### config.mk
export PLATFORM = sky130hd
export DESIGN_NAME = fnsf_calc
export DESIGN_NICKNAME = d
export VERILOG_FILES = /design/src/sv/fnsf_pkg.sv /design/src/sv/fnsf_calc.sv
export SDC_FILE = /design/constraint.sdc
export NUM_CORES = 1
export LEC_CHECK = 0
export ABC_AREA = 1
export ABC_CLOCK_PERIOD_IN_PS = 7800
export BUFFER_PORTS_ARGS = -buffer_cell sky130_fd_sc_hd__buf_2
export CAP_MARGIN = 10
export CORE_ASPECT_RATIO = 0.5
export CORE_UTILIZATION = 60
export CTS_CLUSTER_DIAMETER = 150
export CTS_CLUSTER_SIZE = 8
export DETAILED_ROUTE_END_ITERATION = 16
export GPL_TIMING_DRIVEN = 0
export PLACE_DENSITY = 0.85
export SLEW_MARGIN = 20
export SYNTH_ARGS = -nofsm -noshare
export SYNTH_HDL_FRONTEND = slang
export SYNTH_SLANG_ARGS = --single-unit
### constraint.sdc
create_clock -name i_clk -period 7.8 [get_ports i_clk]
set_clock_uncertainty 0.1 [all_clocks]
set_input_delay 0.78 -clock i_clk [delete_from_list [all_inputs] [get_ports i_clk]]
set_output_delay 0.78 -clock i_clk [all_outputs]
set_load 0.1 [all_outputs]
### src/sv/fnsf_pkg.sv
package fnsf_pkg;

    localparam int MAX_WIDTH_DEF = 1024;

    localparam int LEVEL_W        = 4;
    localparam int GLYPH_W        = 7;
    localparam int FRAME_WIDTH_W  = 11;
    localparam int FRAME_HEIGHT_W = 16;
    localparam int THRESH_W       = 4;
    localparam int CFG_IDX_W      = 2;
    localparam int CFG_DATA_W     = 16;

    localparam logic [CFG_IDX_W-1:0] CFG_FRAME_WIDTH  = 2'd0;
    localparam logic [CFG_IDX_W-1:0] CFG_FRAME_HEIGHT = 2'd1;
    localparam logic [CFG_IDX_W-1:0] CFG_THRESHOLD    = 2'd2;

    localparam logic [FRAME_WIDTH_W-1:0]  FRAME_WIDTH_RST  = 11'd30;
    localparam logic [FRAME_HEIGHT_W-1:0] FRAME_HEIGHT_RST = 16'd20;
    localparam logic [THRESH_W-1:0]       THRESHOLD_RST    = 4'd1;

    localparam logic [LEVEL_W-1:0] LEVEL_MAX = 4'd9;

    localparam logic OP_PIXEL = 1'b0;
    localparam logic OP_DRAIN = 1'b1;

    typedef struct packed {
        logic               opcode;
        logic [LEVEL_W-1:0] pixel_in;
    } t_in_item;

    typedef struct packed {
        logic [LEVEL_W-1:0] pixel_out;
        logic [GLYPH_W-1:0] glyph;
        logic               end_of_frame;
    } t_out_item;

    // one ring entry: original level above, corrected level below
    typedef struct packed {
        logic [LEVEL_W-1:0] orig;
        logic [LEVEL_W-1:0] corr;
    } t_ring_word;

    typedef struct packed {
        logic               emit;
        logic               wen;
        logic               interior;
        logic               eof;
        logic               drain;
        logic [LEVEL_W-1:0] pixel;
    } t_s1_ctrl;

    function automatic logic [GLYPH_W-1:0] level_glyph(input logic [LEVEL_W-1:0] lv);
        logic [GLYPH_W-1:0] g;
        unique case (lv)
            4'd0:    g = 7'h20;
            4'd1:    g = 7'h2E;
            4'd2:    g = 7'h27;
            4'd3:    g = 7'h3A;
            4'd4:    g = 7'h7E;
            4'd5:    g = 7'h2A;
            4'd6:    g = 7'h3D;
            4'd7:    g = 7'h26;
            4'd8:    g = 7'h25;
            default: g = 7'h23;
        endcase
        return g;
    endfunction

endpackage

### src/sv/fnsf_calc.sv
module fnsf_calc
    import fnsf_pkg::*;
(
    input  logic                i_clk,
    input  logic                i_rst_n,
    input  logic                i_s1_valid,
    input  t_s1_ctrl            i_s1,
    input  t_ring_word          i_rd_a,
    input  t_ring_word          i_rd_b,
    input  logic [THRESH_W-1:0] i_threshold,
    output logic                o_s1_adv,
    output logic                o_wr_en,
    output t_ring_word          o_wr_data,
    output logic                o_out_valid,
    input  logic                i_out_ready,
    output t_out_item           o_out_data
);

    logic [LEVEL_W-1:0] r_left;
    logic               r_out_valid;
    t_out_item          r_out;

    logic [LEVEL_W-1:0] up;
    logic [LEVEL_W-1:0] right;
    logic [LEVEL_W-1:0] down;
    logic [LEVEL_W-1:0] centre;
    logic [LEVEL_W+1:0] nb_sum;
    logic               speckle;
    logic [LEVEL_W-1:0] v;
    logic               s1_fire;

    function automatic logic differs(input logic [LEVEL_W-1:0] nb,
                                     input logic [LEVEL_W-1:0] p,
                                     input logic [THRESH_W-1:0] thr);
        logic [LEVEL_W-1:0] d;
        d = (nb > p) ? nb - p : p - nb;
        return d > thr;
    endfunction

    always_comb begin
        centre  = i_rd_a.orig;
        up      = i_rd_a.corr;
        right   = i_rd_b.orig;
        down    = i_s1.pixel;
        nb_sum  = (LEVEL_W+2)'(up) + (LEVEL_W+2)'(r_left)
                + (LEVEL_W+2)'(right) + (LEVEL_W+2)'(down);
        speckle = differs(up, centre, i_threshold) && differs(r_left, centre, i_threshold)
               && differs(right, centre, i_threshold) && differs(down, centre, i_threshold);
        v       = (i_s1.interior && speckle) ? nb_sum[LEVEL_W+1:2] : centre;
    end

    assign o_s1_adv       = !r_out_valid || i_out_ready;
    assign s1_fire        = i_s1_valid && o_s1_adv;
    assign o_wr_en        = s1_fire && i_s1.wen;
    assign o_wr_data.orig = i_s1.pixel;
    assign o_wr_data.corr = v;

    always_ff @(posedge i_clk) begin
        if (!i_rst_n) begin
            r_left      <= '0;
            r_out_valid <= 1'b0;
        end else begin
            if (s1_fire && i_s1.emit && !i_s1.drain) begin
                r_left <= v;
            end
            if (o_s1_adv) begin
                r_out_valid <= i_s1_valid && i_s1.emit;
            end
        end
    end

    always_ff @(posedge i_clk) begin
        if (o_s1_adv) begin
            r_out.pixel_out    <= v;
            r_out.glyph        <= level_glyph(v);
            r_out.end_of_frame <= i_s1.eof;
        end
    end

    assign o_out_valid = r_out_valid;
    assign o_out_data  = r_out;

    a_emit_shows: assert property (@(posedge i_clk) disable iff (!i_rst_n)
        (s1_fire && i_s1.emit) |=> o_out_valid)
        else $error("pixel result lost between stage and output register");

endmodule

==> metrics.txt <==
IO buf count 50; Antenna Nets Post-Route 0; post-route setup TNS 0 ns; setup repair bufs after CTS 0; FMAX about 190 MHz; Core ar. 0.00400 mm^2; Clock Latency Late Sink 0.25 ns; initial antenna violation count 0; I/O Pins 56; Final setup viols 0; Fillers 311; Setup crit start kind primary input; hold_buf cts 0; Longest Clk Path Bufs 2; Least-Margin Pin Slew 0.552 ns; critical path arrival 4.41 ns; DR DRC count 0; Syn Inst Count approximately 330; warnings from Yosys 0; Lkg Pwr approximately 1.7 nW; Power Total 0.000488 W; Finished Layout Cells roughly 430; worst r2r src r_left[0]$_SDFFE_PN0P_; Max-Cap Viols 0; Mean Syn Cell Area 7.93 um^2; R2R Setup Slk 3.59 ns; DR iter-0 viols 61; Seq/Total Area, Yosys approximately 17%; GRT Util Overall a little over a quarter; Cell Pwr Density ~160 mW/mm^2; DR WL/cell around 13 um; crit-path max FO 10; Hold Vio Cnt, Final 0; Final WS setup approximately 2.5 ns; DR pass1 iterations 5; Crit Path Category in2out; routed wire length 5.53 mm; total gr overflow 0; post-synthesis instance area 0.00258 mm^2; Die Wd 94.8 um; clock-pin slew on the worst setup and hold paths 0.06 ns; # diodes 0; nets 483; clock sink total 16; number of global-route vias before repair about 2,200; worst hold start r_left[3]$_SDFFE_PN0P_; most common cell after layout, fill and taps aside nand2_1; Via Count roughly 2,200; most frequent cells in the layout nand2_1, inv_1, ha_1; clock root buffer clkbuf_8; fin crit period 5.29 ns; outcome finished clean; Initial Util 64.5%; Detailed Place HPWL 4.70 mm; DP Cell Count between 400 and 500; reg2reg end o_out_data[5]$_SDFFCE_PN0N_; vias per cell ~5.2; die height just under 50 um; pin count of the biggest net entering global routing 16; routability cong. 0.986; final cycle utilization of the critical path roughly 68%; Die ar. around 0.0046 mm^2; crit end category output port; Worst IR Drop VDD slightly below 0.09 mV; worst relative slew slack a little over three fifths; first-pass GRT wire length 9.42 mm; worst slack at placement ~2.5 ns; RSZ-0062 raised after global routing no; CTS H-Tree Depth 1; Hold Crit Class reg2reg; # resized after CTS 0; Core Rows 16; required time of the critical path 6.92 ns; Slew Limit Fails 0; reg2reg path depth 24; TritonCTS clock tree yes; Syn Nets 428; layout overhead on the synthesized area 14.4%; Hold Path Sink r_left[3]$_SDFFE_PN0P_; #FFs+latches synth 16; CTS Buf Count 3; layout cells sized above 1 21.3%; Worst Hold Depth 2; Distinct cells, synth 32
cells by family after synthesis:
group	Yosys count	share of synthesized area [%]
compound gates	38	7.99
simple gates	120	21.7
fa+ha+maj	69	38.1
buf+inv	70	10.9
other cells	1	0.145
xor+xnor	8	2.71
mux	4	1.74
flops	16	16.7
synthesized netlist by cell type:
cell | n | area (um^2)
a21oi_1 | 23 | 115
buf_4 | 5 | 37.5
or2_2 | 1 | 6.26
xnor2_1 | 5 | 43.8
buf_2 | 1 | 5.00
nor3_2 | 1 | 10.0
conb_1 | 1 | 3.75
clkinv_1 | 1 | 3.75
o21ai_1 | 2 | 10.0
mux2_2 | 4 | 45.0
nor2_1 | 14 | 52.6
o21ai_2 | 1 | 8.76
o21ai_0 | 7 | 35.0
inv_1 | 60 | 225
nand3_2 | 2 | 20.0
nand2_2 | 5 | 31.3
o211ai_1 | 2 | 15.0
or2_1 | 1 | 6.26
nand3_1 | 26 | 130
nand2b_1 | 1 | 6.26
o21bai_1 | 3 | 22.5
xor2_1 | 3 | 26.3
ha_1 | 53 | 663
nand2_1 | 61 | 229
inv_2 | 3 | 11.3
and3_1 | 1 | 6.26
nand2_4 | 3 | 33.8
nand4_1 | 3 | 18.8
edfxtp_1 | 11 | 330
dfxtp_1 | 5 | 100
fa_1 | 16 | 320
nor2_4 | 1 | 11.3
registers in the layout (all words and copies together), names as in the netlist:
name         cells
r_left           4
o_out_valid      1
o_out_data      11
per-stage QoR:
step | hold slack [ns] | area [um^2] | utilization, %
2_1_floorplan | 0.452 | 2580 | -
6_report | 0.563 | 2960 | 73.8
3_5_place_dp | 0.548 | 2900 | 72.5
4_1_cts | 0.565 | 2960 | 73.8
3_3_place_gp | 0.499 | 2900 | 72.5
5_1_grt | 0.582 | 2960 | 73.8
worst max-delay path, cell delays in order:
cell and delay [ns]:
buf_2 0.28, inv_1 0.29, fa_1 0.50, nand3_1 0.08
nand2_1 0.07, nand2_1 0.13, o211ai_1 0.10, o21ai_0 0.11
xor2_1 0.17, inv_1 0.08, ha_1 0.28, nand2_1 0.08
nor2_1 0.05, nor2_1 0.12, nand3_2 0.11, nor2_4 0.21
nand2_4 0.11, o21ai_2 0.34, buf_2 0.50
worst max-delay path by stage:
stage,from,to
after floorplan,i_rd_a[0],o_out_data[5]$_SDFFCE_PN0N_
after global placement,i_rd_a[5],o_wr_data[1]
after detailed placement,i_rd_a[5],o_wr_data[1]
after CTS,i_rd_a[5],o_wr_data[1]
after global routing,i_rd_a[5],o_wr_data[1]
final,i_rd_a[5],o_wr_data[1]
routing by layer:
| layer | track usage (%) | wire length (um) |
|---|---|---|
| met2 | 45.7 | 2630 |
| met4 | 7.58 | 44 |
| met1 | 34.0 | 2600 |
| met3 | 2.83 | 257 |
| met5 | 0 | 0 |
cell type report:
class | count | area (um^2) | area share [%]
clock buffer | 4 | 55.1 | 1.86
tap | 54 | 67.6 | 2.29
inverter | 64 | 240 | 8.13
multi-input combinational | 240 | 1870 | 63.3
sequential | 16 | 430 | 14.6
buffer | 6 | 42.5 | 1.44
timing repair buffer | 50 | 250 | 8.46
report_power, final:
group | leakage (nW) | switching (W) | internal, W
Sequential | 0.158 | 0.00000351 | 0.000101
Combinational | 1.48 | 0.000216 | 0.0000950
Clock | 0.0288 | 0.0000281 | 0.0000448
Power figures use the tool's default switching activity.
