**src/sv/fnsf_pkg.sv**
```systemverilog
package fnsf_pkg;

    localparam int MAX_WIDTH_DEF = 1024;

    localparam int LEVEL_W        = 4;
    localparam int GLYPH_W        = 7;
    localparam int FRAME_WIDTH_W  = 11;
    localparam int FRAME_HEIGHT_W = 16;
    localparam int THRESH_W       = 4;
    localparam int CFG_IDX_W      = 2;
    localparam int CFG_DATA_W     = 16;

    localparam logic [CFG_IDX_W-1:0] CFG_FRAME_WIDTH  = 2'd0;
    localparam logic [CFG_IDX_W-1:0] CFG_FRAME_HEIGHT = 2'd1;
    localparam logic [CFG_IDX_W-1:0] CFG_THRESHOLD    = 2'd2;

    localparam logic [FRAME_WIDTH_W-1:0]  FRAME_WIDTH_RST  = 11'd30;
    localparam logic [FRAME_HEIGHT_W-1:0] FRAME_HEIGHT_RST = 16'd20;
    localparam logic [THRESH_W-1:0]       THRESHOLD_RST    = 4'd1;

    localparam logic [LEVEL_W-1:0] LEVEL_MAX = 4'd9;

    localparam logic OP_PIXEL = 1'b0;
    localparam logic OP_DRAIN = 1'b1;

    typedef struct packed {
        logic               opcode;
        logic [LEVEL_W-1:0] pixel_in;
    } t_in_item;

    typedef struct packed {
        logic [LEVEL_W-1:0] pixel_out;
        logic [GLYPH_W-1:0] glyph;
        logic               end_of_frame;
    } t_out_item;

    // one ring entry: original level above, corrected level below
    typedef struct packed {
        logic [LEVEL_W-1:0] orig;
        logic [LEVEL_W-1:0] corr;
    } t_ring_word;

    typedef struct packed {
        logic               emit;
        logic               wen;
        logic               interior;
        logic               eof;
        logic               drain;
        logic [LEVEL_W-1:0] pixel;
    } t_s1_ctrl;

    function automatic logic [GLYPH_W-1:0] level_glyph(input logic [LEVEL_W-1:0] lv);
        logic [GLYPH_W-1:0] g;
        unique case (lv)
            4'd0:    g = 7'h20;
            4'd1:    g = 7'h2E;
            4'd2:    g = 7'h27;
            4'd3:    g = 7'h3A;
            4'd4:    g = 7'h7E;
            4'd5:    g = 7'h2A;
            4'd6:    g = 7'h3D;
            4'd7:    g = 7'h26;
            4'd8:    g = 7'h25;
            default: g = 7'h23;
        endcase
        return g;
    endfunction

endpackage

```
**src/sv/fnsf_ctrl.sv**
```systemverilog
module fnsf_ctrl
    import fnsf_pkg::*;
#(
    parameter int MAX_WIDTH = MAX_WIDTH_DEF,
    localparam int AW = $clog2(MAX_WIDTH),
    localparam int CW = (AW + 1 > FRAME_WIDTH_W) ? AW + 1 : FRAME_WIDTH_W
) (
    input  logic                  i_clk,
    input  logic                  i_rst_n,
    input  logic                  i_cfg_we,
    input  logic [CFG_IDX_W-1:0]  i_cfg_idx,
    input  logic [CFG_DATA_W-1:0] i_cfg_data,
    input  logic                  i_in_valid,
    output logic                  o_in_ready,
    input  t_in_item              i_in_data,
    input  logic                  i_s1_adv,
    output logic                  o_s1_valid,
    output t_s1_ctrl              o_s1,
    output logic [AW-1:0]         o_s1_addr,
    output logic                  o_rd_en,
    output logic [AW-1:0]         o_rd_addr_a,
    output logic [AW-1:0]         o_rd_addr_b,
    output logic [THRESH_W-1:0]   o_threshold
);

    logic [FRAME_WIDTH_W-1:0]  r_frame_width;
    logic [FRAME_HEIGHT_W-1:0] r_frame_height;
    logic [THRESH_W-1:0]       r_threshold;
    logic [AW-1:0]             r_col;
    logic [FRAME_HEIGHT_W-1:0] r_row;
    logic [CW-1:0]             r_drain_rem;
    logic                      r_s1_valid;
    t_s1_ctrl                  r_s1;
    logic [AW-1:0]             r_s1_addr;

    logic [CW-1:0]             fw_ext;
    logic [CW-1:0]             eff_w;
    logic [FRAME_HEIGHT_W-1:0] eff_h;
    logic [FRAME_HEIGHT_W-1:0] n_row;
    logic                      last_col;
    logic                      in_fire;
    logic                      is_drain;
    logic                      drain_ok;
    logic [AW-1:0]             drain_idx;
    logic [AW-1:0]             right_addr;
    logic [LEVEL_W-1:0]        pix_sat;
    t_s1_ctrl                  n_s1;

    always_comb begin
        fw_ext = CW'(r_frame_width);
        if (fw_ext < CW'(3)) begin
            eff_w = CW'(3);
        end else if (fw_ext > CW'(MAX_WIDTH)) begin
            eff_w = CW'(MAX_WIDTH);
        end else begin
            eff_w = fw_ext;
        end
        eff_h = (r_frame_height < FRAME_HEIGHT_W'(3)) ? FRAME_HEIGHT_W'(3) : r_frame_height;
    end

    assign n_row      = r_row + FRAME_HEIGHT_W'(1);
    assign last_col   = (CW'(r_col) == eff_w - CW'(1));
    assign o_in_ready = !r_s1_valid || i_s1_adv;
    assign in_fire    = i_in_valid && o_in_ready;
    assign is_drain   = (i_in_data.opcode == OP_DRAIN);
    assign drain_ok   = (r_drain_rem != '0) && (r_drain_rem <= eff_w);
    assign drain_idx  = AW'(eff_w - r_drain_rem);
    assign right_addr = (r_col == AW'(MAX_WIDTH - 1)) ? '0 : r_col + AW'(1);
    assign pix_sat    = (i_in_data.pixel_in > LEVEL_MAX) ? LEVEL_MAX : i_in_data.pixel_in;

    always_comb begin
        n_s1.emit     = is_drain ? drain_ok : (r_row != '0);
        n_s1.wen      = !is_drain;
        n_s1.interior = !is_drain && (r_row >= FRAME_HEIGHT_W'(2)) && (r_col != '0) && !last_col;
        n_s1.eof      = is_drain && (r_drain_rem == CW'(1));
        n_s1.drain    = is_drain;
        n_s1.pixel    = pix_sat;
    end

    always_ff @(posedge i_clk) begin
        if (!i_rst_n) begin
            r_frame_width  <= FRAME_WIDTH_RST;
            r_frame_height <= FRAME_HEIGHT_RST;
            r_threshold    <= THRESHOLD_RST;
            r_col          <= '0;
            r_row          <= '0;
            r_drain_rem    <= '0;
            r_s1_valid     <= 1'b0;
        end else begin
            if (in_fire) begin
                r_s1_valid <= 1'b1;
            end else if (i_s1_adv) begin
                r_s1_valid <= 1'b0;
            end
            if (i_cfg_we) begin
                unique case (i_cfg_idx)
                    CFG_FRAME_WIDTH: begin
                        r_frame_width <= i_cfg_data[FRAME_WIDTH_W-1:0];
                        r_col         <= '0;
                        r_row         <= '0;
                        r_drain_rem   <= '0;
                    end
                    CFG_FRAME_HEIGHT: begin
                        r_frame_height <= i_cfg_data[FRAME_HEIGHT_W-1:0];
                        r_col          <= '0;
                        r_row          <= '0;
                        r_drain_rem    <= '0;
                    end
                    CFG_THRESHOLD: begin
                        r_threshold <= i_cfg_data[THRESH_W-1:0];
                    end
                    default: begin
                    end
                endcase
            end else if (in_fire) begin
                if (is_drain) begin
                    if (drain_ok) begin
                        r_drain_rem <= r_drain_rem - CW'(1);
                    end
                end else begin
                    r_drain_rem <= '0;
                    if (last_col) begin
                        r_col <= '0;
                        if (n_row >= eff_h) begin
                            r_row       <= '0;
                            r_drain_rem <= eff_w;
                        end else begin
                            r_row <= n_row;
                        end
                    end else begin
                        r_col <= r_col + AW'(1);
                    end
                end
            end
        end
    end

    always_ff @(posedge i_clk) begin
        if (in_fire) begin
            r_s1      <= n_s1;
            r_s1_addr <= r_col;
        end
    end

    assign o_s1_valid  = r_s1_valid;
    assign o_s1        = r_s1;
    assign o_s1_addr   = r_s1_addr;
    assign o_rd_en     = in_fire;
    assign o_rd_addr_a = is_drain ? drain_idx : r_col;
    assign o_rd_addr_b = right_addr;
    assign o_threshold = r_threshold;

    a_col_in_row: assert property (@(posedge i_clk) disable iff (!i_rst_n)
        CW'(r_col) < eff_w)
        else $error("column count beyond frame width");

    a_drain_load: assert property (@(posedge i_clk) disable iff (!i_rst_n)
        (in_fire && !is_drain && !i_cfg_we && last_col && (n_row >= eff_h))
        |=> (r_drain_rem == $past(eff_w)) && (r_row == '0))
        else $error("last row drain not armed at end of frame");

endmodule

```
**config.mk**
```make
export PLATFORM = sky130hd
export DESIGN_NAME = fnsf_ctrl
export DESIGN_NICKNAME = d
export VERILOG_FILES = /design/src/sv/fnsf_pkg.sv /design/src/sv/fnsf_ctrl.sv
export SDC_FILE = /design/constraint.sdc
export NUM_CORES = 1
export LEC_CHECK = 0
export BUFFER_PORTS_ARGS = -buffer_cell sky130_fd_sc_hd__buf_2
export CAP_MARGIN = 25
export CORE_MARGIN = 4
export CORE_UTILIZATION = 55
export DETAILED_ROUTE_END_ITERATION = 16
export PLACE_DENSITY_LB_ADDON = 0.1
export SETUP_SLACK_MARGIN = 0.4
export SYNTH_ARGS = -nofsm -noshare
export SYNTH_HDL_FRONTEND = slang
export SYNTH_SLANG_ARGS = --single-unit
```
**constraint.sdc**
```tcl
create_clock -name i_clk -period 5.25 [get_ports i_clk]
set_input_delay 0.525 -clock i_clk [delete_from_list [all_inputs] [get_ports i_clk]]
set_output_delay 0.525 -clock i_clk [all_outputs]
set_load 0.03 [all_outputs]
```
==> results, run 1 <==
- The relative slew slack is 35.1%.
- Setup violations remaining at the end of the flow were counted as 0.
- The global-route wire length before repair is 25700 um.
- The flow ran to the end, and the final reports show no timing, DRC or antenna violations.
- The total standard cell area after synthesis is 0.00590 mm2.
- The launch point of the worst hold path is i_in_data[3].
- The total negative setup slack is 0 ps.
- The post-route netlist has 13.0% of its cells at a drive strength greater than 1.
- The average wire per cell in the routed design is 17.0 um.
- The first-pass iteration count of the detailed router is 6.
- The final-stage net count is 862.
- The per-cell via count in the routed design is 5.98.
- Once the clock tree was built, the setup fixing pass inserted 0 buffers.
- The type of the most critical hold path is in2reg.
- TritonCTS built the clock tree.
- The hold violation total from the final report is 0.
- The die is 112 um tall.
- Counting flops and latches in the post-synthesis netlist gives 88.
- Data on the critical path arrives at its endpoint at 4020 ps.
- The total die area is 0.0124 mm2.
- The number of cells on the worst hold path is 1.
- The maximum clock insertion buffer count is 2.
- At the later pin of the worst-skew pair, clock insertion delay measures 370 ps.
- The power density normalized to cell area is 230 mW/mm2.
- The repair_antennas step left the layout with diodes totalling 0.
- The async set-reset flop share out of synthesis is 0%.
- The startpoint-to-endpoint class of the critical path is reg2out.
- Between clock sinks in the finished design, the worst skew comes to 11.8 ps.
- The timing-limited maximum frequency is 0.220 GHz.
- The detailed router placed 5562 vias in this run.
- The period utilization is 86.6%.
- The worst-case reg-to-reg path depth is 16.
- The register-to-register setup slack is 920 ps.
- The floorplan has 37 rows.
- The initial utilization of the core area, before any placement, comes to 56.9%.
- The reported max-cap violation count is 0.
- The largest net degree at the start of global routing is 33.
- The endpoint type of the worst setup path is an output pin.
- The total global routing overflow is 0.
- The number of port buffers is 73.
- For this run, the leading register cell type out of synthesis is sky130_fd_sc_hd__dfxtp_1.
- Pin placement for this block handled 74 I/O pins.
- The number of buffers added by the clock tree synthesis step is 9.
- The number of sinks on the clock net is 88.
- The sequential-to-total area share from yosys stat is 33.1%.
- The max-slew violation count was 0.
- The initial antenna violation count was 0.
- The worst vdd rail ir drop is 0.158 mV.
- The total number of yosys warnings is 0.
- STA classifies the critical path startpoint as a flip-flop.
- The number of instances in the synthesized netlist is 738.
- Timing analysis after detailed placement gives a worst setup slack of 916 ps.
- The H-tree generated during clock tree synthesis spans 3 levels.
- Routability-driven placement finished with a final weighted congestion of 0.897.
- The total nets after synthesis is 811.
- Summed over all nets, the half-perimeter wirelength after detailed placement is 11800 um.
- The number of global-route vias before repair is 5305.
- The area of the core is 0.0104 mm2.
- The clock-pin slew on the worst setup and hold paths is 90 ps.
- Counting distinct cell types in the post-synthesis netlist gives 64.
- The average instance in the mapped netlist occupies 7.99 um2.
- The total routed wirelength is 15800 um.
- The final routed DRC violation total is 0.
- The endpoint identified for the worst register-to-register timing path is r_row[15]$_SDFFE_PN0P_.
- The leakage component of the power is 2.83 nW.
- The required time reported for the critical path endpoint is 4720 ps.
- The transition time at the pin with the least slew margin is 972 ps.
- Setup slack on the critical path of the routed design comes to 703 ps.
- In this run the horizontal extent of the chip is 112 um.
- The worst hold path terminates at o_s1[3]$_SDFFCE_PN1P_.
- The global-route total usage across every layer is 24.9%.
- Of all nets on the critical path, the largest fanout is 9.
- In this run the remaining antenna-violating nets after routing total 0.
- Setup repair after global routing left no endpoint under its margin.
- The cell at the root of the clock tree is sky130_fd_sc_hd__clkbuf_8.
- For this block, the initial DRC count from the detailed router was 408.
- Counting I/O delays and the setup requirement, the final critical path takes 4550 ps.
- The origin of the critical flop-to-flop path is r_row[1]$_SDFFE_PN0P_.
- The area added between synthesis and finish is 10.2%.
- Counting flops with a built-in enable in the synthesized netlist gives 19.
-- logic make-up (layout without fill, tap and decap cells) --
logic type | Yosys count | after routing | share of synthesized area [%]
and+or+nand+nor | 288 | 288 | 24.3
AOI/OAI and AO/OA | 186 | 186 | 20.7
DFF | 88 | 88 | 33.1
buffers and inverters | 92 | 148 | 6.20
adders and majority gates | 45 | 45 | 9.68
muxes | 8 | 8 | 1.40
xor gates and xnor gates | 31 | 31 | 4.60
-- how the worst max path moves through the flow --
stage	endpoint	depth (start not counted)	startpoint	slack, ps
3_3_place_gp	o_rd_addr_a[9]	13	fw_ext[3]$_SDFFE_PN1P_	1150
6_report	o_rd_addr_a[9]	13	fw_ext[6]$_SDFFE_PN0P_	700
5_1_grt	o_rd_addr_a[9]	13	fw_ext[6]$_SDFFE_PN0P_	420
4_1_cts	o_rd_addr_a[9]	13	fw_ext[3]$_SDFFE_PN1P_	640
3_5_place_dp	r_row[15]$_SDFFE_PN0P_	16	r_row[1]$_SDFFE_PN0P_	920
2_1_floorplan	o_rd_addr_a[9]	13	fw_ext[3]$_SDFFE_PN1P_	1200
-- critical path, stage by stage (launching register included) --
cell,delay [ps]
sky130_fd_sc_hd__dfxtp_1,400
sky130_fd_sc_hd__nor4_1,570
sky130_fd_sc_hd__a21oi_1,140
sky130_fd_sc_hd__nor2_1,360
sky130_fd_sc_hd__ha_1,350
sky130_fd_sc_hd__nor2b_1,150
sky130_fd_sc_hd__o21ai_0,200
sky130_fd_sc_hd__a21boi_0,150
sky130_fd_sc_hd__o21ai_0,260
sky130_fd_sc_hd__a21oi_1,150
sky130_fd_sc_hd__o211a_1,260
sky130_fd_sc_hd__o21a_1,170
sky130_fd_sc_hd__o31ai_1,240
sky130_fd_sc_hd__buf_2,250
-- synthesized netlist by cell type, types with 6 or more instances --
cell type	count	share of area, %
sky130_fd_sc_hd__nor4_1	14	1.5
sky130_fd_sc_hd__nor3_1	19	1.6
sky130_fd_sc_hd__clkbuf_1	30	1.9
sky130_fd_sc_hd__dfxtp_1	69	23
sky130_fd_sc_hd__mux2i_1	6	1.0
sky130_fd_sc_hd__and3_1	10	1.1
sky130_fd_sc_hd__or3_1	7	0.74
sky130_fd_sc_hd__o31ai_1	9	1.1
sky130_fd_sc_hd__inv_1	55	3.5
sky130_fd_sc_hd__edfxtp_1	19	9.7
sky130_fd_sc_hd__nor2b_1	16	1.7
sky130_fd_sc_hd__xor2_1	13	1.9
sky130_fd_sc_hd__nand4_1	12	1.3
sky130_fd_sc_hd__nand2_1	104	6.6
sky130_fd_sc_hd__nand2b_1	12	1.3
sky130_fd_sc_hd__nand3_1	25	2.1
sky130_fd_sc_hd__ha_1	44	9.3
sky130_fd_sc_hd__nor2_1	39	2.5
sky130_fd_sc_hd__a21oi_1	59	5.0
sky130_fd_sc_hd__xnor2_1	18	2.7
sky130_fd_sc_hd__a32o_1	6	1.0
sky130_fd_sc_hd__o21ai_0	44	3.7
sky130_fd_sc_hd__o21a_1	7	0.89
sky130_fd_sc_hd__and2_1	7	0.74
-- report_power, final --
part | total [W] | internal [W] | switching, W
Clock | 0.000460 | 0.000215 | 0.000244
Sequential | 0.000734 | 0.000712 | 0.0000219
Combinational | 0.000301 | 0.000104 | 0.000197
Total | 0.00149 | 0.00103 | 0.000463
-- cells in the final DEF, fill, tap and decap left out, types with 10 or more instances in the layout --
master / n
sky130_fd_sc_hd__nor2_1: 39
sky130_fd_sc_hd__nand4_1: 12
sky130_fd_sc_hd__a21oi_1: 59
sky130_fd_sc_hd__xor2_1: 13
sky130_fd_sc_hd__nor2b_1: 16
sky130_fd_sc_hd__clkbuf_8: 10
sky130_fd_sc_hd__nand2_1: 104
sky130_fd_sc_hd__o21ai_0: 44
sky130_fd_sc_hd__edfxtp_1: 19
sky130_fd_sc_hd__dfxtp_1: 69
sky130_fd_sc_hd__ha_1: 44
sky130_fd_sc_hd__xnor2_1: 18
sky130_fd_sc_hd__buf_2: 73
sky130_fd_sc_hd__nor3_1: 19
sky130_fd_sc_hd__inv_1: 55
sky130_fd_sc_hd__nand3_1: 25
sky130_fd_sc_hd__nand2b_1: 12
sky130_fd_sc_hd__nor4_1: 14
sky130_fd_sc_hd__and3_1: 10
-- sequential cells by signal (all words and copies together) (netlist names) --
register        flops
r_frame_height     16
r_row              16
fw_ext             11
r_drain_rem        11
o_s1_addr          10
r_col              10
o_s1                9
o_threshold         4
o_s1_valid          1
-- routing by layer --
layer	global-route usage [%]	routed length (um)
met5	0	0
met4	10.4	345
met2	41.3	7540
met1	32.2	6870
met3	4.40	1040
-- repair_timing --
action,in CTS,in global routing
endpoints found under the setup margin,0,9
hold buffers,0,0
resized for setup,0,2
-- cell type report --
type / count / area (um2)
fill: 965 / 3870
multi-input combinational: 558 / 3590
sequential: 88 / 1950
timing repair buffer: 76 / 388
inverter: 56 / 210
clock buffer: 14 / 174
tap: 136 / 170
clock inverter: 2 / 13.8
-- per-stage QoR --
stage | power (W) | utilization [%] | hold WS [ps] | cells | cell area (um2)
after floorplan | 0.000964 | - | 406 | 738 | 5900
after global routing | 0.00156 | 62.7 | 369 | 930 | 6500
final | 0.00149 | 62.7 | 374 | 930 | 6500
after detailed placement | 0.00105 | 60.8 | 459 | 914 | 6300
after global placement | 0.00104 | 60.8 | 455 | 914 | 6300
after CTS | 0.00150 | 62.6 | 361 | 930 | 6490
(Power assumes the default switching activity.)
==> run 2: changes to the inputs <==
CORE_UTILIZATION = 59   (was 55)
==> run 2 against run 1 <==
Setup slack improved by 87 ps; fmax up 2.0%; via count rose by 0.76%; critical endpoint unchanged; register-to-register slack better by 40 ps; largest cell class unchanged.
==> results, run 2 (synthesized netlist as in run 1, its figures left out) <==
- The number of sinks on the clock net came to 88 (unchanged).
- The area of the core is 0.00977 mm2 (-5.7%).
- The clock-pin slew on the worst setup and hold paths is 90 ps (about the same).
- The HPWL after detailed placement is 11600 um (-1.5%).
- The hold violation total from the final report is 0 (unchanged).
- The internal portion of total power was 0.00110 W (+6.9%).
- The top cell types in the final layout, fill and taps aside, are sky130_fd_sc_hd__nand2_1, sky130_fd_sc_hd__buf_2, sky130_fd_sc_hd__dfxtp_1, sky130_fd_sc_hd__a21oi_1, sky130_fd_sc_hd__inv_1.
- The count of pins on the block boundary came to 74 (unchanged).
- The flip-flop and latch area is 0.00195 mm2 (unchanged).
- The area growth from synthesis to layout is 11.3%.
- The timing-limited maximum frequency is 0.224 GHz (+2.0%).
- The root buffer cell chosen for the clock tree is sky130_fd_sc_hd__clkbuf_8.
- The total global routing overflow came to 0 (unchanged).
- The transition time at the pin with the least slew margin is 982 ps (+9.54 ps).
- The total of endpoints with negative setup slack in the final report is 0 (unchanged).
- The most critical setup path has its endpoint at o_rd_addr_a[9].
- On the critical path the largest part of the delay comes from compound AO/OA/AOI/OAI gates.
- The clock latency on the worst-skew pair is 380 ps (about the same).
- The worst setup path is captured at an output pin.
- The arrival time at the worst endpoint is 3930 ps (-90 ps).
- The power density normalized to cell area is 240 mW/mm2 (+4.3%).
- The number of port buffers was 73 (unchanged).
- The post-route worst hold slack came to 366 ps (-7.52 ps).
- The count of buffering cells on the critical path with inverters included is 1 (unchanged).
- The global-route wire length before repair is 26000 um (+1.2%).
- The average wire per cell in the routed design is 16.8 um (-1.0%).
- The total negative setup slack was 0 ps (unchanged).
- The utilization after layout came to 67.2% (+4.5 points).
- The share of total power in the clock network came to 34.3% (+3.5 points).
- The relative slew slack came to 34.0% (-1.1 points).
- The fraction of layout cells with a size suffix above 1 is 13.6% (+0.61 points).
- The delay of the slowest cell on the worst path came to 490 ps (-80 ps).
- The worst setup margin is 790 ps (+87.3 ps).
- The power spent charging and discharging nets came to 0.000473 W (+2.1%).
- The register-to-register setup slack was 960 ps (+40 ps).
- The count of nets left with antenna violations after detail routing was 0 (unchanged).
- The worst setup path is launched from a flip-flop.
- The number of buffers added by the clock tree synthesis step is 9 (unchanged).
- The worst-case reg-to-reg path depth was 16 (unchanged).
- The shortest clock period the worst path allows after layout is 4460 ps (-87.3 ps).
- The largest registers in the layout are r_frame_height x16, r_row x16.
- The filler cell count in the final layout is 871 (-9.7%).
- The count of inserted antenna diode cells came to 0 (unchanged).
- The total die area is 0.0117 mm2 (-6.3%).
- Setup repair after global routing left no endpoint under its margin.
- The leakage component of the power came to 2.86 nW (+1.3%).
- The flow ran to the end, and the final reports show no timing, DRC or antenna violations.
- The number of logic stages on the critical path including buffering is 13 (unchanged).
- The number of DRC violations after detailed-routing iteration 0 was 512 (+25%).
- The max-slew violation count is 0 (unchanged).
- The level count of the clock H-tree is 3 (unchanged).
- The area of combinational cells with multiple inputs is 0.00359 mm2 (+0.14%).
- The weighted congestion at the end of routability-driven global placement is 0.916 (+2.1%).
- The final cell count without fillers is 928 (-0.22%).
- The largest net degree at the start of global routing is 33 (unchanged).
- The floorplan row count is 36 (-2.7%).
- The via total after detailed routing came to 5604 (+0.76%).
- The initial antenna violation count is 0 (unchanged).
- The critical path goes through nor4_4, a21oi_1, nor2_1, ha_1, nor2b_1, o21ai_0, a21boi_0, o21ai_0, a21oi_1, o211a_1, o21a_1, o31ai_1, buf_2.
- TritonCTS built the clock tree.
- The reported max-cap violation count is 0 (unchanged).
- The final routed DRC violation total is 0 (unchanged).
- The largest fanout on the critical path came to 11 (+2).
- The period utilization was 84.9% (-1.7 points).
- The die width is 108 um (-3.2%).
- The type of the most critical hold path is in2reg.
- The required time reported for the critical path endpoint is 4720 ps (about the same).
- In this run the critical register-to-register path is launched from r_row[1]$_SDFFE_PN0P_.
- The number of placed instances with taps included was 911 (-0.33%).
- The total routed wirelength was 15600 um (-1.2%).
- Leaving out fill and tap cells, the most frequent cell in the layout is sky130_fd_sc_hd__nand2_1.
- The worst vdd rail ir drop is 0.206 mV (+30%).
- In this run the critical register-to-register path is captured at r_row[9]$_SDFFE_PN0P_.
- The first-pass iteration count of the detailed router is 7 (+1).
- The height of the die came to 108 um (-3.2%).
- On the critical path, the stage with the largest delay is an instance of sky130_fd_sc_hd__nor4_4.
- The placement-stage worst setup slack is 1020 ps (+101 ps).
- The number of global-route vias before repair was 5297 (-0.15%).
- The critical path is of the reg2out type.
- The critical path starts at fw_ext[3]$_SDFFE_PN1P_.
- The maximum clock insertion buffer count is 2 (unchanged).
- The part of the power in registers was 46.6% (-2.5 points).
- The final-stage net count came to 863 (+0.12%).
- The starting utilization of the core area is 60.3% (+3.5 points).
- The proportion of total power due to net switching was 30.0% (-0.97 points).
- The global-route total usage across every layer is 27.9% (+3.0 points).
- The combinational share of power is 19.2% (-1.0 points).
- The per-cell via count in the routed design was 6.04 (+0.97%).
- The post-route clock skew is 11.0 ps (-0.792 ps).
## run 2: worst min path at each step
stage | slack [ps] | end | depth (start not counted) | from
after floorplan | 410 | o_s1_addr[2]$_DFFE_PP_ | 0 | r_col[2]$_SDFFE_PN0P_
after global placement | 450 | o_threshold[0]$_SDFFE_PN1P_ | 2 | o_threshold[0]$_SDFFE_PN1P_
after detailed placement | 450 | o_threshold[0]$_SDFFE_PN1P_ | 2 | o_threshold[0]$_SDFFE_PN1P_
after CTS | 360 | o_s1[3]$_SDFFCE_PN1P_ | 1 | i_in_data[3]
after global routing | 360 | o_s1[3]$_SDFFCE_PN1P_ | 1 | i_in_data[3]
final | 370 | o_s1[3]$_SDFFCE_PN1P_ | 1 | i_in_data[3]
## run 2: power groups by stage
stage	clock, W	sequential [W]	combinational, W
after floorplan	0	0.000758	0.000206
after global placement	0	0.000747	0.000290
after detailed placement	0	0.000748	0.000296
after CTS	0.000546	0.000733	0.000297
after global routing	0.000582	0.000737	0.000332
final	0.000539	0.000733	0.000302
## run 2: layout make-up
class | count | share of cell area (%)
Multi-Input combinational cell | 558 | 54.8
Sequential cell | 88 | 29.7
Clock inverter | 6 | 1.35
Tap cell | 133 | 2.53
Inverter | 56 | 3.20
Clock buffer | 10 | 2.10
Timing Repair Buffer | 77 | 6.33
## run 2: timing repair
item / in CTS / in global routing
buffers inserted: 0 / 0
hold buffers: 0 / 0
endpoints found under the setup margin: 0 / 1
resized for setup: 0 / 2
## run 2: per-layer routing
metal / GRT usage (%) / up-vias / share of wire, %
li1: - / 2744 / -
met1: 36.0 / 2639 / 42
met2: 47.3 / 194 / 49
met3: 5.01 / 27 / 6.4
met4: 9.11 / 0 / 2.1
met5: 0 / - / 0
## run 2: stage by stage
step | power (W) | cell area, um2
floorplan | 0.000964 | 5900
global placement | 0.00104 | 6300
detailed placement | 0.00104 | 6300
CTS | 0.00158 | 6520
global route | 0.00165 | 6570
finish | 0.00157 | 6570
==> run 3: changes to the inputs <==
CORE_UTILIZATION = 53   (was 59)
clock period = 3.76 ns   (was 5.25 ns; I/O delays follow)
==> run 3 against run 2 <==
Power rose by 43%; sequential share of layout area fell by 3.2 points; sequential power up 39%; die area is 10% higher; design area rose by 14%; first-iteration DRC count is 21% higher; register-to-register slack worse by 620 ps; wire length rose by 17%; clock power grew 32%; critical path type unchanged; critical endpoint unchanged; largest cell class unchanged.
==> results, run 3 (synthesized netlist as in run 1, its figures left out) <==
- The level count of the clock H-tree is 3 (unchanged).
- The worst path needs 3460 ps of the cycle, external delays included.
- The count of inserted antenna diode cells is 0 (unchanged).
- The average wire per cell in the routed design was 18.3 um (+8.7%).
- Leaving out fill and tap cells, the most frequent cells in the layout are sky130_fd_sc_hd__nand2_1, sky130_fd_sc_hd__buf_2, sky130_fd_sc_hd__buf_4, sky130_fd_sc_hd__dfxtp_1, sky130_fd_sc_hd__inv_1.
- The weighted congestion at the end of routability-driven global placement was 0.941 (+2.8%).
- The largest fanout on the critical path is 3 (-8).
- The combinational share of power is 23.2% (+4.0 points).
- The final-stage net count is 923 (+7.0%).
- The total die area was 0.0129 mm2 (+10%).
- The count of pins on the block boundary was 74 (unchanged).
- The floorplan row count is 38 (+5.6%).
- The count of hold buffers inserted by post-cts repair is 0 (unchanged).
- The height of the die is 113 um (+5.1%).
- The area of the core is 0.0109 mm2 (+11%).
- STA classifies the critical path endpoint as an output pin.
- The total routed wirelength is 18200 um (+17%).
- Timing would allow up to 0.289 GHz.
- The part of the power in registers is 45.2% (-1.4 points).
- The clock-pin slew on the worst setup and hold paths came to 100 ps (about the same).
- The maximum clock insertion buffer count is 2 (unchanged).
- The utilization after layout is 68.7% (+1.6 points).
- The placement-stage worst setup slack is 74.3 ps (-943 ps).
- The die width is 113 um (+5.1%).
- The type of the most critical hold path is in2reg.
- The internal portion of total power is 0.00151 W (+37%).
- The power density normalized to cell area is 301 mW/mm2 (+25%).
- The power spent charging and discharging nets was 0.000735 W (+55%).
- The total of endpoints with negative setup slack in the final report was 0 (unchanged).
- Setup repair after global routing could not meet its margin everywhere.
- The max-slew violation count came to 0 (unchanged).
- After layout, the worst path uses 92.0% of the clock period.
- The global-route total usage across every layer is 26.5% (-1.4 points).
- The largest registers in the layout are r_frame_height x16, r_row x16.
- The worst vdd rail ir drop is 0.182 mV (-12%).
- The worst setup path is launched from a flip-flop.
- The flip-flop and latch area is 0.00198 mm2 (+1.6%).
- The number of buffers added by the clock tree synthesis step was 9 (unchanged).
- The run finished with clean final reports.
- The count of nets left with antenna violations after detail routing was 0 (unchanged).
- The via total after detailed routing is 6054 (+8.0%).
- The share of total power in the clock network came to 31.6% (-2.7 points).
- The number of DRC violations after detailed-routing iteration 0 was 618 (+21%).
- The total negative setup slack was 0 ps (unchanged).
- The required time reported for the critical path endpoint is 3380 ps (-1340 ps).
- The most common cell after layout, fill and taps aside is sky130_fd_sc_hd__nand2_1.
- The worst setup margin is 300 ps (-490 ps).
- The number of global-route vias before repair is 5464 (+3.2%).
- The hold violation total from the final report is 0 (unchanged).
- The arrival time at the worst endpoint was 3080 ps (-850 ps).
- The initial antenna violation count is 0 (unchanged).
- The filler cell count in the final layout came to 896 (+2.9%).
- The starting utilization of the core area is 54.2% (-6.2 points).
- The post-route clock skew was 17.0 ps (+6.00 ps).
- The area added between synthesis and finish is 26.9%.
- The largest net degree at the start of global routing is 33 (unchanged).
- The fraction of layout cells with a size suffix above 1 is 28.5% (+15 points).
- The critical path is of the reg2out type.
- The clock latency on the worst-skew pair is 380 ps (about the same).
- The number of port buffers is 73 (unchanged).
- The CTS tree is yes.
- The global-route wire length before repair is 27800 um (+6.7%).
- The total power after layout is 0.00225 W (+43%).
- The reported max-cap violation count is 0 (unchanged).
- The first-pass iteration count of the detailed router came to 8 (+1).
- The relative slew slack is 48.1% (+14 points).
- The proportion of total power due to net switching was 32.7% (+2.7 points).
- The number of sinks on the clock net is 88 (unchanged).
- The HPWL after detailed placement was 12300 um (+5.7%).
- The transition time at the pin with the least slew margin is 777 ps (-204 ps).
- The root buffer cell chosen for the clock tree is sky130_fd_sc_hd__clkbuf_8.
- The leakage component of the power is 3.20 nW (+12%).
- The final routed DRC violation total came to 0 (unchanged).
- The per-cell via count in the routed design is 6.08 (+0.76%).
- The area of combinational cells with multiple inputs came to 0.00404 mm2 (+12%).
- The total global routing overflow is 0 (unchanged).
## run 3: changes by cell type in the layout (fill, tap and decap cells not counted), moves of 7 or more
| cell | previous run | this run |
|---|---|---|
| sky130_fd_sc_hd__o21ai_1 | 1 | 10 |
| sky130_fd_sc_hd__dfxtp_1 | 69 | 56 |
| sky130_fd_sc_hd__o21ai_0 | 44 | 26 |
| sky130_fd_sc_hd__a21oi_1 | 59 | 51 |
| sky130_fd_sc_hd__dfxtp_2 | 0 | 7 |
| sky130_fd_sc_hd__o21ai_2 | 0 | 9 |
| sky130_fd_sc_hd__and3_4 | 0 | 8 |
| sky130_fd_sc_hd__buf_6 | 0 | 7 |
| sky130_fd_sc_hd__and3_1 | 10 | 2 |
| sky130_fd_sc_hd__a21oi_2 | 0 | 7 |
| sky130_fd_sc_hd__buf_4 | 3 | 61 |
## run 3: power by group through the flow
| stage | combinational (W) | clock [W] | sequential (W) |
|---|---|---|---|
| global route | 0.000567 | 0.000759 | 0.00102 |
| finish | 0.000522 | 0.000711 | 0.00102 |
| global placement | 0.000437 | 0 | 0.00104 |
| floorplan | 0.000301 | 0 | 0.00106 |
| CTS | 0.000469 | 0.000715 | 0.00101 |
| detailed placement | 0.000443 | 0 | 0.00104 |
## run 3: final cells by class
class	count	share of cell area (%)
clock buffers	10	1.71
clock inverters	6	1.02
inverters	56	2.81
multi-input cells	560	54.0
flip-flops and latches	88	26.5
well taps	140	2.34
repair buffers	135	11.7
## run 3: critical path: stages (launching register included)
cell	delay, ps
sky130_fd_sc_hd__dfxtp_4	370
sky130_fd_sc_hd__nor4_4	350
sky130_fd_sc_hd__a21oi_2	120
sky130_fd_sc_hd__nor2_4	130
sky130_fd_sc_hd__ha_4	220
sky130_fd_sc_hd__nor2b_4	130
sky130_fd_sc_hd__o21ai_2	160
sky130_fd_sc_hd__a21boi_2	90
sky130_fd_sc_hd__o21ai_2	170
sky130_fd_sc_hd__a21oi_2	100
sky130_fd_sc_hd__o211a_1	240
sky130_fd_sc_hd__o21a_1	190
sky130_fd_sc_hd__o31ai_4	270
sky130_fd_sc_hd__buf_6	170
## run 3: routing by layer
| metal | wire length [um] | track usage [%] | vias up |
|---|---|---|---|
| li1 | - | - | 2871 |
| met1 | 7570 | 35.8 | 2889 |
| met2 | 9160 | 44.5 | 251 |
| met3 | 1070 | 3.71 | 43 |
| met4 | 374 | 7.45 | 0 |
| met5 | 0 | 0 | - |
## run 3: worst paths after layout
path | startpoint | endpoint | slack (ps) | cells past startpoint
setup / recovery | fw_ext[7]$_SDFFE_PN0P_ | o_rd_addr_a[9] | 300 | 13
setup reg to reg | r_row[1]$_SDFFE_PN0P_ | r_row[8]$_SDFFE_PN0P_ | 340 | 16
hold reg to reg | r_frame_height[10]$_SDFFE_PN0P_ | r_frame_height[10]$_SDFFE_PN0P_ | 480 | 2
hold / removal | i_in_data[3] | o_s1[3]$_SDFFCE_PN1P_ | 220 | 1
## run 3: stage by stage
step | std cells | hold WS, ps | cell area, um2
2_1_floorplan | 738 | 406 | 6020
3_3_place_gp | 938 | 455 | 6550
3_5_place_dp | 938 | 464 | 6550
4_1_cts | 972 | 207 | 7060
5_1_grt | 995 | 199 | 7480
6_report | 995 | 217 | 7480
## run 3: repair_timing
item,4_1_cts,5_1_grt
pin swaps,19,38
endpoints found under the setup margin,44,43
cloned,0,2
buffers inserted,18,21
gates resized for setup,55,69
